[src/rtl/mta_pkg.sv]
// ---------------------------------------------------------------------------
// mta_pkg
// Shared types and constants of the station address table with aging.
// ---------------------------------------------------------------------------
package mta_pkg;

    localparam int TABLE_DEPTH_DEF = 16;
    localparam int ADDR_BYTES_DEF  = 6;

    localparam int ADDR_W    = 48;
    localparam int TIME_W    = 32;
    localparam int TIMEOUT_W = 23;
    localparam int COUNT_W   = 5;
    localparam int LIMIT_W   = 33;

    localparam logic [TIMEOUT_W-1:0] TIMEOUT_RST = 23'd10000;
    localparam int unsigned          MS_TO_US    = 1000;

    typedef enum logic [1:0] {
        OP_LEARN  = 2'd0,
        OP_SWEEP  = 2'd1,
        OP_REMOVE = 2'd2,
        OP_CLEAR  = 2'd3
    } t_op;

    typedef enum logic [2:0] {
        RES_REFRESHED    = 3'd0,
        RES_ADDED        = 3'd1,
        RES_FULL         = 3'd2,
        RES_REMOVED      = 3'd3,
        RES_NOT_FOUND    = 3'd4,
        RES_CLEARED      = 3'd5,
        RES_EXPIRED      = 3'd6,
        RES_NONE_EXPIRED = 3'd7
    } t_result;

    typedef enum logic [1:0] {
        S_IDLE = 2'd0,
        S_SCAN = 2'd1,
        S_DONE = 2'd2
    } t_state;

    typedef struct packed {
        logic    load;
        logic    adv;
        logic    refresh;
        logic    add;
        logic    remove;
        logic    clear_all;
        logic    expire;
        logic    emit;
        logic    emit_pend;
        t_result result;
        logic    last;
    } t_dp_cmd;

    typedef struct packed {
        t_op  op;
        logic rd_vld;
        logic rd_last;
        logic hit;
        logic expired;
        logic free_vld;
        logic pend_vld;
        logic out_free;
    } t_dp_status;

endpackage

[src/rtl/mta_ctrl.sv]
// ---------------------------------------------------------------------------
// mta_ctrl
// Sequencer that walks the table for one transaction and issues datapath
// commands.
// ---------------------------------------------------------------------------
module mta_ctrl import mta_pkg::*; (
    input  logic       i_clk,
    input  logic       i_rst_n,
    input  logic       i_in_valid,
    output logic       o_in_ready,
    input  t_dp_status i_st,
    output t_dp_cmd    o_cmd
);

    t_state r_state;
    t_state n_state;

    logic addr_op;
    logic sweep_op;
    logic hit_end;
    logic pend_stall;

    assign addr_op    = (i_st.op == OP_LEARN) || (i_st.op == OP_REMOVE);
    assign sweep_op   = (i_st.op == OP_SWEEP);
    assign hit_end    = i_st.rd_vld && i_st.hit && addr_op;
    assign pend_stall = i_st.rd_vld && i_st.expired && sweep_op && i_st.pend_vld
                        && !i_st.out_free;

    always_ff @(posedge i_clk) begin
        if (!i_rst_n) begin
            r_state <= S_IDLE;
        end else begin
            r_state <= n_state;
        end
    end

    always_comb begin
        n_state = r_state;
        case (r_state)
            S_IDLE: begin
                if (i_in_valid) begin
                    n_state = S_SCAN;
                end
            end
            S_SCAN: begin
                if (i_st.op == OP_CLEAR) begin
                    n_state = S_DONE;
                end else if (hit_end) begin
                    if (i_st.out_free) begin
                        n_state = S_IDLE;
                    end
                end else if (pend_stall) begin
                    n_state = S_SCAN;
                end else if (i_st.rd_vld && i_st.rd_last) begin
                    n_state = S_DONE;
                end
            end
            S_DONE: begin
                if (i_st.out_free) begin
                    n_state = S_IDLE;
                end
            end
            default: n_state = S_IDLE;
        endcase
    end

    always_comb begin
        o_cmd      = '0;
        o_in_ready = 1'b0;
        case (r_state)
            S_IDLE: begin
                o_in_ready = 1'b1;
                o_cmd.load = i_in_valid;
            end
            S_SCAN: begin
                if (i_st.op == OP_CLEAR) begin
                    o_cmd.adv = 1'b0;
                end else if (!i_st.rd_vld) begin
                    o_cmd.adv = 1'b1;
                end else if (hit_end) begin
                    if (i_st.out_free) begin
                        o_cmd.emit = 1'b1;
                        o_cmd.last = 1'b1;
                        if (i_st.op == OP_LEARN) begin
                            o_cmd.refresh = 1'b1;
                            o_cmd.result  = RES_REFRESHED;
                        end else begin
                            o_cmd.remove = 1'b1;
                            o_cmd.result = RES_REMOVED;
                        end
                    end
                end else if (i_st.expired && sweep_op) begin
                    if (!i_st.pend_vld) begin
                        o_cmd.expire = 1'b1;
                        o_cmd.adv    = 1'b1;
                    end else if (i_st.out_free) begin
                        o_cmd.expire    = 1'b1;
                        o_cmd.adv       = 1'b1;
                        o_cmd.emit_pend = 1'b1;
                        o_cmd.last      = 1'b0;
                    end
                end else begin
                    o_cmd.adv = 1'b1;
                end
            end
            S_DONE: begin
                if (i_st.out_free) begin
                    o_cmd.last = 1'b1;
                    case (i_st.op)
                        OP_LEARN: begin
                            o_cmd.emit = 1'b1;
                            if (i_st.free_vld) begin
                                o_cmd.add    = 1'b1;
                                o_cmd.result = RES_ADDED;
                            end else begin
                                o_cmd.result = RES_FULL;
                            end
                        end
                        OP_REMOVE: begin
                            o_cmd.emit   = 1'b1;
                            o_cmd.result = RES_NOT_FOUND;
                        end
                        OP_SWEEP: begin
                            if (i_st.pend_vld) begin
                                o_cmd.emit_pend = 1'b1;
                            end else begin
                                o_cmd.emit   = 1'b1;
                                o_cmd.result = RES_NONE_EXPIRED;
                            end
                        end
                        OP_CLEAR: begin
                            o_cmd.clear_all = 1'b1;
                            o_cmd.emit      = 1'b1;
                            o_cmd.result    = RES_CLEARED;
                        end
                        default: o_cmd.emit = 1'b0;
                    endcase
                end
            end
            default: o_cmd = '0;
        endcase
    end

endmodule

[src/rtl/mta_dp.sv]
// ---------------------------------------------------------------------------
// mta_dp
// Table storage, valid bits, slot scan pipeline and output register.
// ---------------------------------------------------------------------------
module mta_dp import mta_pkg::*; #(
    parameter int TABLE_DEPTH = TABLE_DEPTH_DEF,
    parameter int ADDR_BYTES  = ADDR_BYTES_DEF
) (
    input  logic                 i_clk,
    input  logic                 i_rst_n,
    input  t_dp_cmd              i_cmd,
    output t_dp_status           o_st,
    input  t_op                  i_op,
    input  logic [ADDR_W-1:0]    i_addr,
    input  logic [TIME_W-1:0]    i_now,
    input  logic [TIMEOUT_W-1:0] i_timeout,
    input  logic                 i_out_ready,
    output logic                 o_out_valid,
    output t_result              o_out_result,
    output logic [ADDR_W-1:0]    o_out_addr,
    output logic [COUNT_W-1:0]   o_out_count,
    output logic                 o_out_last
);

    localparam int KEY_W = (ADDR_BYTES * 8 > ADDR_W) ? ADDR_W : ADDR_BYTES * 8;
    localparam int IW    = $clog2(TABLE_DEPTH);
    localparam int CNTW  = $clog2(TABLE_DEPTH + 1);

    logic [KEY_W-1:0]  addr_mem [TABLE_DEPTH];
    logic [TIME_W-1:0] time_mem [TABLE_DEPTH];

    t_op               r_op;
    logic [KEY_W-1:0]  r_key;
    logic [TIME_W-1:0] r_now;
    logic [LIMIT_W-1:0] r_limit;

    logic [CNTW-1:0]   r_idx;
    logic              r_rd_vld;
    logic [IW-1:0]     r_rd_idx;
    logic [KEY_W-1:0]  r_rd_key;
    logic [TIME_W-1:0] r_rd_time;

    logic [TABLE_DEPTH-1:0] r_valid;
    logic [TABLE_DEPTH-1:0] n_valid;
    logic [CNTW-1:0]        r_count;
    logic [CNTW-1:0]        n_count;

    logic              r_free_vld;
    logic [IW-1:0]     r_free_idx;
    logic              r_pend_vld;
    logic [KEY_W-1:0]  r_pend_key;
    logic [CNTW-1:0]   r_pend_count;

    logic              r_out_vld;
    t_result           r_out_result;
    logic [ADDR_W-1:0] r_out_addr;
    logic [COUNT_W-1:0] r_out_count;
    logic              r_out_last;

    logic              issue;
    logic              slot_vld;
    logic [TIME_W-1:0] age;
    logic              out_free;
    logic              time_we;
    logic [IW-1:0]     time_wa;

    assign issue    = i_cmd.adv && (r_idx < CNTW'(TABLE_DEPTH));
    assign slot_vld = r_valid[r_rd_idx];
    assign age      = r_now - r_rd_time;
    assign out_free = !r_out_vld || i_out_ready;
    assign time_we  = i_cmd.refresh || i_cmd.add;
    assign time_wa  = i_cmd.add ? r_free_idx : r_rd_idx;

    assign o_st.op       = r_op;
    assign o_st.rd_vld   = r_rd_vld;
    assign o_st.rd_last  = (r_rd_idx == IW'(TABLE_DEPTH - 1));
    assign o_st.hit      = r_rd_vld && slot_vld && (r_rd_key == r_key);
    assign o_st.expired  = r_rd_vld && slot_vld && ({1'b0, age} > r_limit);
    assign o_st.free_vld = r_free_vld;
    assign o_st.pend_vld = r_pend_vld;
    assign o_st.out_free = out_free;

    always_ff @(posedge i_clk) begin
        if (i_cmd.load) begin
            r_op    <= i_op;
            r_key   <= i_addr[KEY_W-1:0];
            r_now   <= i_now;
            r_limit <= LIMIT_W'(i_timeout) * LIMIT_W'(MS_TO_US);
        end
    end

    always_ff @(posedge i_clk) begin
        if (issue) begin
            r_rd_key  <= addr_mem[r_idx[IW-1:0]];
            r_rd_time <= time_mem[r_idx[IW-1:0]];
        end
        if (i_cmd.add) begin
            addr_mem[r_free_idx] <= r_key;
        end
        if (time_we) begin
            time_mem[time_wa] <= r_now;
        end
    end

    always_ff @(posedge i_clk) begin
        if (!i_rst_n) begin
            r_idx      <= '0;
            r_rd_vld   <= 1'b0;
            r_free_vld <= 1'b0;
            r_pend_vld <= 1'b0;
        end else if (i_cmd.load) begin
            r_idx      <= '0;
            r_rd_vld   <= 1'b0;
            r_free_vld <= 1'b0;
            r_pend_vld <= 1'b0;
        end else begin
            if (i_cmd.adv) begin
                r_rd_vld <= issue;
                if (issue) begin
                    r_idx <= r_idx + 1'b1;
                end
                if (r_rd_vld && !slot_vld && !r_free_vld) begin
                    r_free_vld <= 1'b1;
                end
            end
            if (i_cmd.expire) begin
                r_pend_vld <= 1'b1;
            end
        end
    end

    always_ff @(posedge i_clk) begin
        if (issue) begin
            r_rd_idx <= r_idx[IW-1:0];
        end
        if (i_cmd.adv && r_rd_vld && !slot_vld && !r_free_vld) begin
            r_free_idx <= r_rd_idx;
        end
        if (i_cmd.expire) begin
            r_pend_key   <= r_rd_key;
            r_pend_count <= n_count;
        end
    end

    always_comb begin
        n_valid = r_valid;
        n_count = r_count;
        if (i_cmd.clear_all) begin
            n_valid = '0;
            n_count = '0;
        end else if (i_cmd.add) begin
            n_valid[r_free_idx] = 1'b1;
            n_count = r_count + 1'b1;
        end else if (i_cmd.remove || i_cmd.expire) begin
            n_valid[r_rd_idx] = 1'b0;
            n_count = r_count - 1'b1;
        end
    end

    always_ff @(posedge i_clk) begin
        if (!i_rst_n) begin
            r_valid   <= '0;
            r_count   <= '0;
            r_out_vld <= 1'b0;
        end else begin
            r_valid <= n_valid;
            r_count <= n_count;
            if (i_cmd.emit || i_cmd.emit_pend) begin
                r_out_vld <= 1'b1;
            end else if (i_out_ready) begin
                r_out_vld <= 1'b0;
            end
        end
    end

    always_ff @(posedge i_clk) begin
        if (i_cmd.emit) begin
            r_out_result <= i_cmd.result;
            r_out_addr   <= '0;
            r_out_count  <= COUNT_W'(n_count);
            r_out_last   <= i_cmd.last;
        end else if (i_cmd.emit_pend) begin
            r_out_result <= RES_EXPIRED;
            r_out_addr   <= ADDR_W'(r_pend_key);
            r_out_count  <= COUNT_W'(r_pend_count);
            r_out_last   <= i_cmd.last;
        end
    end

    assign o_out_valid  = r_out_vld;
    assign o_out_result = r_out_result;
    assign o_out_addr   = r_out_addr;
    assign o_out_count  = r_out_count;
    assign o_out_last   = r_out_last;

endmodule

[src/rtl/mac_table_with_aging.sv]
// ---------------------------------------------------------------------------
// mac_table_with_aging
// Station address learning table with last-seen timestamps and aging sweep.
//
// Channel   Direction  Handshake                      Content
// s_axis    in         s_axis_tvalid / s_axis_tready  operation, address, time
// m_axis    out        m_axis_tvalid / m_axis_tready  result, address, count
// apb       in         psel / penable / pready        aging timeout at addresses 0-3
//
// One transaction at a time is processed. Learn, remove and sweep scan all
// slots through the registered memory read port; learn and remove end early
// on a match. Clear does not scan the slots.
// Reset clears all valid bits at once; the stored addresses need no clearing.
// A stalled m_axis holds the scan until the output register is free.
// ---------------------------------------------------------------------------
module mac_table_with_aging import mta_pkg::*; #(
    parameter int TABLE_DEPTH = TABLE_DEPTH_DEF,
    parameter int ADDR_BYTES  = ADDR_BYTES_DEF
) (
    input  logic        i_clk,
    input  logic        i_rst_n,
    input  logic        s_axis_tvalid,
    output logic        s_axis_tready,
    // station_addr [47:0], now_us [79:48]
    input  logic [79:0] s_axis_tdata,
    // operation [1:0]
    input  logic [1:0]  s_axis_tuser,
    output logic        m_axis_tvalid,
    input  logic        m_axis_tready,
    // expired_addr [47:0], entry_count [52:48], zero [55:53]
    output logic [55:0] m_axis_tdata,
    // status [2:0]
    output logic [2:0]  m_axis_tuser,
    output logic        m_axis_tlast,
    input  logic        psel,
    input  logic        penable,
    input  logic        pwrite,
    input  logic [2:0]  paddr,
    input  logic [31:0] pwdata,
    output logic [31:0] prdata,
    output logic        pready
);

    logic [TIMEOUT_W-1:0] r_timeout;
    t_dp_cmd              cmd;
    t_dp_status           st;
    t_result              out_result;
    logic [ADDR_W-1:0]    out_addr;
    logic [COUNT_W-1:0]   out_count;

    assign pready = 1'b1;
    assign prdata = paddr[2] ? 32'd0 : 32'(r_timeout);

    always_ff @(posedge i_clk) begin
        if (!i_rst_n) begin
            r_timeout <= TIMEOUT_RST;
        end else if (psel && penable && pwrite && !paddr[2]) begin
            r_timeout <= pwdata[TIMEOUT_W-1:0];
        end
    end

    mta_ctrl u_ctrl (
        .i_clk      (i_clk),
        .i_rst_n    (i_rst_n),
        .i_in_valid (s_axis_tvalid),
        .o_in_ready (s_axis_tready),
        .i_st       (st),
        .o_cmd      (cmd)
    );

    mta_dp #(
        .TABLE_DEPTH (TABLE_DEPTH),
        .ADDR_BYTES  (ADDR_BYTES)
    ) u_dp (
        .i_clk        (i_clk),
        .i_rst_n      (i_rst_n),
        .i_cmd        (cmd),
        .o_st         (st),
        .i_op         (t_op'(s_axis_tuser)),
        .i_addr       (s_axis_tdata[47:0]),
        .i_now        (s_axis_tdata[79:48]),
        .i_timeout    (r_timeout),
        .i_out_ready  (m_axis_tready),
        .o_out_valid  (m_axis_tvalid),
        .o_out_result (out_result),
        .o_out_addr   (out_addr),
        .o_out_count  (out_count),
        .o_out_last   (m_axis_tlast)
    );

    assign m_axis_tuser = out_result;
    assign m_axis_tdata = {3'b000, out_count, out_addr};

    a_single_emit: assert property (@(posedge i_clk) disable iff (!i_rst_n)
        !(cmd.emit && cmd.emit_pend))
        else $error("two results pushed in one cycle");

    a_emit_free: assert property (@(posedge i_clk) disable iff (!i_rst_n)
        (cmd.emit || cmd.emit_pend) |-> st.out_free)
        else $error("result pushed into a full output register");

    a_clear_count: assert property (@(posedge i_clk) disable iff (!i_rst_n)
        cmd.clear_all |=> (m_axis_tvalid && m_axis_tdata[52:48] == 5'd0))
        else $error("clear did not report an empty table");

endmodule

[config.mk]
export PLATFORM = sky130hd
export DESIGN_NAME = mac_table_with_aging
export DESIGN_NICKNAME = d
export VERILOG_FILES = /design/src/rtl/mta_pkg.sv /design/src/rtl/mta_ctrl.sv /design/src/rtl/mta_dp.sv /design/src/rtl/mac_table_with_aging.sv
export SDC_FILE = /design/constraint.sdc
export NUM_CORES = 2
export LEC_CHECK = 0
export BUFFER_PORTS_ARGS = -buffer_cell sky130_fd_sc_hd__buf_4
export CAP_MARGIN = 20
export CORE_MARGIN = 3
export CORE_UTILIZATION = 40
export CTS_BUF_LIST = sky130_fd_sc_hd__clkbuf_8
export DETAILED_ROUTE_END_ITERATION = 7
export PLACE_DENSITY = 0.59
export SKIP_LAST_GASP = 1
export SLEW_MARGIN = 20
export SYNTH_ARGS = -nofsm -noshare
export SYNTH_HDL_FRONTEND = slang
export SYNTH_SLANG_ARGS = --single-unit
export TNS_END_PERCENT = 50
[constraint.sdc]
create_clock -name i_clk -period 6.3 [get_ports i_clk]
set_input_delay 0.315 -clock i_clk [delete_from_list [all_inputs] [get_ports i_clk]]
set_output_delay 0.315 -clock i_clk [all_outputs]
set_load 0.03 [all_outputs]
-- After elaboration in Yosys (flattened, before gate mapping)
Memories as Yosys holds them, arrays and structs flattened. A register that Yosys moved wholly into a read port is not among the register bits.
Cells that the tools add are included.
- bits in registers: 285
- bits in latches: 0
- memory bits (writable): 1280
- ROM bits: 0
- bits of input ports: 124
- memories: 2
- memories (memory ; words ; bits a word ; rd ports ; clocked after memory_dff ; wr ports ; RTL line ; RTL):
    u_dp.addr_mem ; 16 ; 48 ; 1 ; 1 ; 1 ; mta_dp.sv:29 ; logic [KEY_W-1:0] addr_mem [TABLE_DEPTH];
    u_dp.time_mem ; 16 ; 32 ; 1 ; 1 ; 1 ; mta_dp.sv:30 ; logic [TIME_W-1:0] time_mem [TABLE_DEPTH];
- $add $sub $neg: 4
- $mul: 1
- div/mod/pow operators: 0
- order comparisons: 6
- equality and inequality tests: 9
- shift operators: 0
- mux-type cells: 81
- bitwise operators: 4
- reduce and logical (&&, ||, !) cells: 43
- operator list (operator ; number):
    $eq A48 B48 Y1 ; 1
    $mux W1 ; 48
    $gt A32 B33 Y1 ; 1
    $mux W16 ; 2
    $sub A32 B32 Y32 ; 1
    $mul A23 B7 Y30 const B ; 1
    $mux W5 ; 5
    $mux W23 ; 1
    $logic_and A1 B1 Y1 ; 22
    $mux W2 ; 9
    $and A16 B16 Y16 ; 1
    $not A16 Y16 ; 1
    $or A16 B16 Y16 ; 1
    $mux W7 ; 2
    $mux W3 ; 4
    $pmux W3 S4 ; 1
    $pmux W6 S2 ; 1
    $add A5 B1 Y5 const B ; 2
    $lt A4 B5 Y1 const B ; 2
    $demux W1 S4 ; 2
    $ge A4 B1 Y1 const B ; 2
    $mux W4 ; 2
    $eq A2 B2 Y1 const B ; 3
    $mux W6 ; 1
    other kinds (17) ; 32

-- Logic depth before layout (Yosys ltp)
- word-level depth: 15
- gate-level depth with buffers: 26
- mapped depth without buffers: 25

-- By module
Synthesis repeated with hierarchy kept, for this count alone.
- cells, all modules: 3486
- area, all modules: 67785.0 um^2
- modules (own cells, without submodules) (module ; times used ; cells an instance ; area an instance (um^2)):
    mta_dp ; 1 ; 3281 ; 66108.4
    mac_table_with_aging ; 1 ; 141 ; 1233.7
    mta_ctrl ; 1 ; 64 ; 442.9

-- Worst setup path before layout
Ideal clock, no wire load.
- path kind: reg2reg
- start point: register u_dp.r_now[0]
- end point: register u_dp.r_pend_count[0], enable pin
- setup time: 0.481 ns
- arrival: 6.523 ns
- data required time: 5.819 ns
- setup slack: -0.704 ns
- cell stages (with the launch flop): 21
- buffers on the path: 0
- period minus slack after synthesis: 7.004 ns
- path through: edfxtp_1 -> inv_1 -> ha_1 -> inv_1 -> fa_1 -> a21o_1 -> o21a_1 -> o22ai_1 -> a21oi_1 -> a21oi_1 -> o211ai_1 -> a31oi_1 -> o21ai_0 -> a21oi_1 -> xnor2_1 -> ha_1 -> nand4b_1 -> nor4bb_1 -> a21o_1 -> nand2b_4 -> a21oi_1
- RTL lines (item ; RTL line ; RTL):
    from (decl) ; mta_dp.sv:34 ; logic [TIME_W-1:0] r_now;
    from (signal assigned) ; mta_dp.sv:87 ; r_now <= i_now;
    to (signal assigned) ; mta_dp.sv:141 ; r_pend_count <= n_count;
    to (decl) ; mta_dp.sv:52 ; logic [CNTW-1:0] r_pend_count;

-- Worst setup path after layout
- start point: register u_dp.r_now[0]
- end point: register u_dp.r_idx[3]
- word-level cells in the longest chain between the ends: 11
- RTL lines (item ; RTL line ; RTL):
    $sub A32 B32 Y32 ; mta_dp.sv:69 ; assign age = r_now - r_rd_time;
    $gt A32 B33 Y1 ; mta_dp.sv:78 ; assign o_st.expired = r_rd_vld && slot_vld && ({1'b0, age} > r_limit);
    $logic_and A1 B1 Y1 ; mta_dp.sv:78 ;
    $logic_and A1 B1 Y1 ; mta_ctrl.sv:92 ; end else if (i_st.expired && sweep_op) begin
    $mux W1 ; mta_ctrl.sv:92 ;
    $mux W1 ; mta_ctrl.sv:80 ; end else if (hit_end) begin
    $mux W1 ; mta_ctrl.sv:78 ; end else if (!i_st.rd_vld) begin
    $mux W1 ; mta_ctrl.sv:76 ; if (i_st.op == OP_CLEAR) begin
    $mux W2 ; mta_ctrl.sv:70 ; case (r_state)
    $logic_and A1 B1 Y1 ; mta_dp.sv:67 ; assign issue = i_cmd.adv && (r_idx < CNTW'(TABLE_DEPTH));
    via u_dp.issue ; mta_dp.sv:60 ; logic issue;
    $reduce_and A2 Y1 (no line) ; - ;
    to (signal assigned) ; mta_dp.sv:120 ; r_idx <= r_idx + 1'b1;
    to (decl) ; mta_dp.sv:37 ; logic [CNTW-1:0] r_idx;
The timed path passes the listed nets, and every way through them passes these cells.
A chain may end at the register's enable or synchronous reset.

==> flow_summary.yaml <==
outcome:
  status: "complete, no violations"
routing:
  wire_per_inst_microns: 25.5
  drt-vias-per-instance: 5.33
  dr.pass1.iters: 5
  ant_nets: 0
  vias: 34600
  drt-initial-drc-count: 3261
  routed_wl_microns: 165000
  drc: 0
global_routing:
  grt-ovfl-total: 0
  grt_pass1_vias: 36100
  grt_start_max_net_pins: 127
  grt_pass1_wl_microns: 244000
  antenna_found_initial: 2
  grt_use_total: 0.193
clocking:
  htree_levels: 5
  clockBufferDepth: 4
  root_buffer: "clkbuf_8"
  cts_tree: "built"
  clock-sinks: 1645
  insertion_delay_ns: 1.01
  clk_pin_slew_ns: 0.06
  cts_buffers: 287
min_path:
  hp-class: "input port to flip-flop"
  min_from: "s_axis_tdata[14]"
final_layout:
  fin_util: 0.477
  nFillCells: 13800
  areaGrowthSynthToFinish_pct: 18.0
  layout.nets: 4442
  final_cells: 6489
  drive_gt1_frac: 0.257
synthesis:
  synth_cell_types: 73
  synth_cells: 3457
  ys_seq_area_frac: 0.721
  synth_edf_count: 1542
  synthTopCellsByArea: "edfxtp_1, mux4_2, dfxtp_1"
  yosys-top-cells-count: "edfxtp_1, mux4_2, nand2_1"
  syn-mean-instance-area_sq_um: 19.4
  yosysMostFrequentCell: "edfxtp_1"
  syn_area_sq_um: 67100
  yosysWarningCount: 0
  async_reset_ff_frac: 0
  synth_top_area_share: 0.691
  synth_top_flop_cell: "edfxtp_1"
  synth_top_area_cell: "edfxtp_1"
  synth-seq-cells: 1645
place:
  io_buffers: 194
  dp_hpwl_microns: 92200
  place_congestion: 0.783
  dp_cells: 5808
worst_setup_path:
  worstPathMaxFanout: 13
  r2r-start: "u_dp.r_now[0]$_DFFE_PP_"
  crit_path_start_kind: "flip-flop"
  startpoint: "u_dp.r_now[0]$_DFFE_PP_"
  end_kind: "flip-flop"
  critPathRequiredTime_ns: 7.16
  arrival_ns: 6.67
  worstSetupPathType: "flip-flop to flip-flop"
sta:
  layout_min_cycle_time_ns: 5.81
  whs_ns: 0.123
  fin_crit_sh: 0.921
  hold_viol: 0
  setup_tns_ns: 0
  tightest_slew_ns: 1.12
  report.final.setup_viol: 0
  clock_skew_ns: 0.119
  fmax_mhz: 172
  drv_slew: 0
  rsz0062_at_grt: "false"
  slew_headroom: 0.252
floorplan:
  fp.dieArea_sq_um: 173000
  dieHeight_microns: 415
  core-area_sq_um: 166000
  io_pins: 219
  die_w_microns: 415
  start_util: 0.405
  core.rowCount: 149
pwr:
  ir_worst_vdd_mv: 0.245
  p_per_area_nw_per_um2: 332
  power.total_mw: 26.2
  p_leak_nw: 26.7
run:
  cap_violations: 0
==> registers in the layout, summed over array words and instances, names as in the netlist, 32 cells and up <==
| name | count |
|---|---|
| u_dp.r_now | 32 |
| u_dp.time_mem | 512 |
| u_dp.r_key | 48 |
| u_dp.r_rd_key | 48 |
| u_dp.r_pend_key | 48 |
| u_dp.o_out_addr | 48 |
| u_dp.r_rd_time | 32 |
| u_dp.addr_mem | 768 |
==> cells in the final DEF, fill, tap and decap left out, types with 14 or more instances in the layout <==
| cell type | synthesis | routed |
|---|---|---|
| nor2_1 | 100 | 72 |
| xor2_1 | 51 | 51 |
| mux4_2 | 403 | 403 |
| dfxtp_1 | 103 | 99 |
| nor2_4 | 1 | 29 |
| dlygate4sd3_1 | 0 | 192 |
| a21o_1 | 22 | 22 |
| clkbuf_8 | 0 | 306 |
| buf_4 | 13 | 263 |
| nand2b_1 | 14 | 14 |
| clkinv_1 | 0 | 41 |
| o21ai_0 | 46 | 46 |
| nor2b_1 | 29 | 29 |
| o21a_1 | 17 | 17 |
| edfxtp_1 | 1542 | 1542 |
| buf_12 | 0 | 27 |
| clkinv_2 | 0 | 22 |
| nor3_1 | 22 | 18 |
| nand2_1 | 196 | 196 |
| inv_1 | 189 | 290 |
| nand3_1 | 23 | 23 |
| a21oi_1 | 136 | 134 |
| ha_1 | 134 | 134 |
| xnor2_1 | 54 | 54 |
| a31oi_1 | 15 | 15 |
| fa_1 | 83 | 83 |
==> metrics by stage <==
stage | setup slack, ns | instance area, sq um
6_report | 0.495 | 79100
5_1_grt | 0.0890 | 79100
4_1_cts | 0.117 | 79100
3_5_place_dp | 0.173 | 72100
3_3_place_gp | 0.280 | 72000
2_1_floorplan | -0.0703 | 67100
==> timing repair <==
action,in CTS,in global routing
hold endpoints to repair,121,0
endpoints found under the setup margin,0,97
buffers inserted,0,0
hold buffers,192,0
gates resized for setup,0,5
==> power by group <==
group / total (mW) / switching, mW / leakage, nW / internal [mW]
logic: 4.02 / 2.24 / 8.97 / 1.78
clock network: 8.80 / 4.18 / 2.96 / 4.62
registers: 13.4 / 0.575 / 14.8 / 12.8
==> worst max-delay path, cell delays in order, from the launching register on <==
cell and delay [ns]:
edfxtp_1 0.40, inv_1 0.07, ha_1 0.16, inv_1 0.06
fa_1 0.40, a21o_1 0.21, o21a_1 0.20, o22ai_2 0.19
a21oi_1 0.18, a21oi_1 0.23, o211ai_1 0.15, a31oi_1 0.24
o21ai_0 0.12, a21oi_1 0.19, xnor2_1 0.09, ha_1 0.30
nand4b_1 0.19, nor4bb_4 0.40, nand3_1 0.19, o2111a_1 0.29
and3_1 0.20, a211o_4 0.37, nor2_4 0.15, buf_4 0.27
nand4_1 0.14, xor2_1 0.20, nor2_1 0.09
==> path summary, 6_finish.rpt <==
| check | endpoint | slack, ns | cells past startpoint |
|---|---|---|---|
| max | u_dp.r_idx[3]$_SDFFE_PP0P_ | 0.49 | 26 |
| min | u_dp.r_key[14]$_DFFE_PP_ | 0.12 | 2 |
| max reg2reg | u_dp.r_idx[3]$_SDFFE_PP0P_ | 0.49 | 26 |
| min reg2reg | u_dp.o_out_addr[36]$_SDFFE_PP0P_ | 0.46 | 2 |
==> final cells by class <==
class / count / area, sq um / share of cell area
diodes: 2 / 5.00 / 0.0000632
flip-flops and latches: 1645 / 48400 / 0.611
clock inverters: 180 / 857 / 0.0108
clock buffers: 306 / 4210 / 0.0532
multi-input cells: 1492 / 17700 / 0.224
inverters: 189 / 709 / 0.00897
repair buffers: 486 / 4510 / 0.0570
well taps: 2189 / 2740 / 0.0346
==> logic make-up after synthesis <==
logic type,Yosys count,share of synthesized area
buf+inv,331,0.0196
mux,413,0.137
flops,1645,0.721
fa+ha+maj,217,0.0498
simple gates,441,0.0301
compound gates,303,0.0282
other cells,2,0.000112
xor+xnor,105,0.0137
==> routing by layer <==
metal	wire length, microns	vias to the layer above	GRT usage	part of all wire
li1	-	15000	-	-
met3	8570	203	0.0356	0.052
met4	2540	0	0.0480	0.015
met1	72100	18300	0.268	0.44
met5	0	-	0	0
met2	82200	1085	0.315	0.50
(Power assumes the default switching activity.)
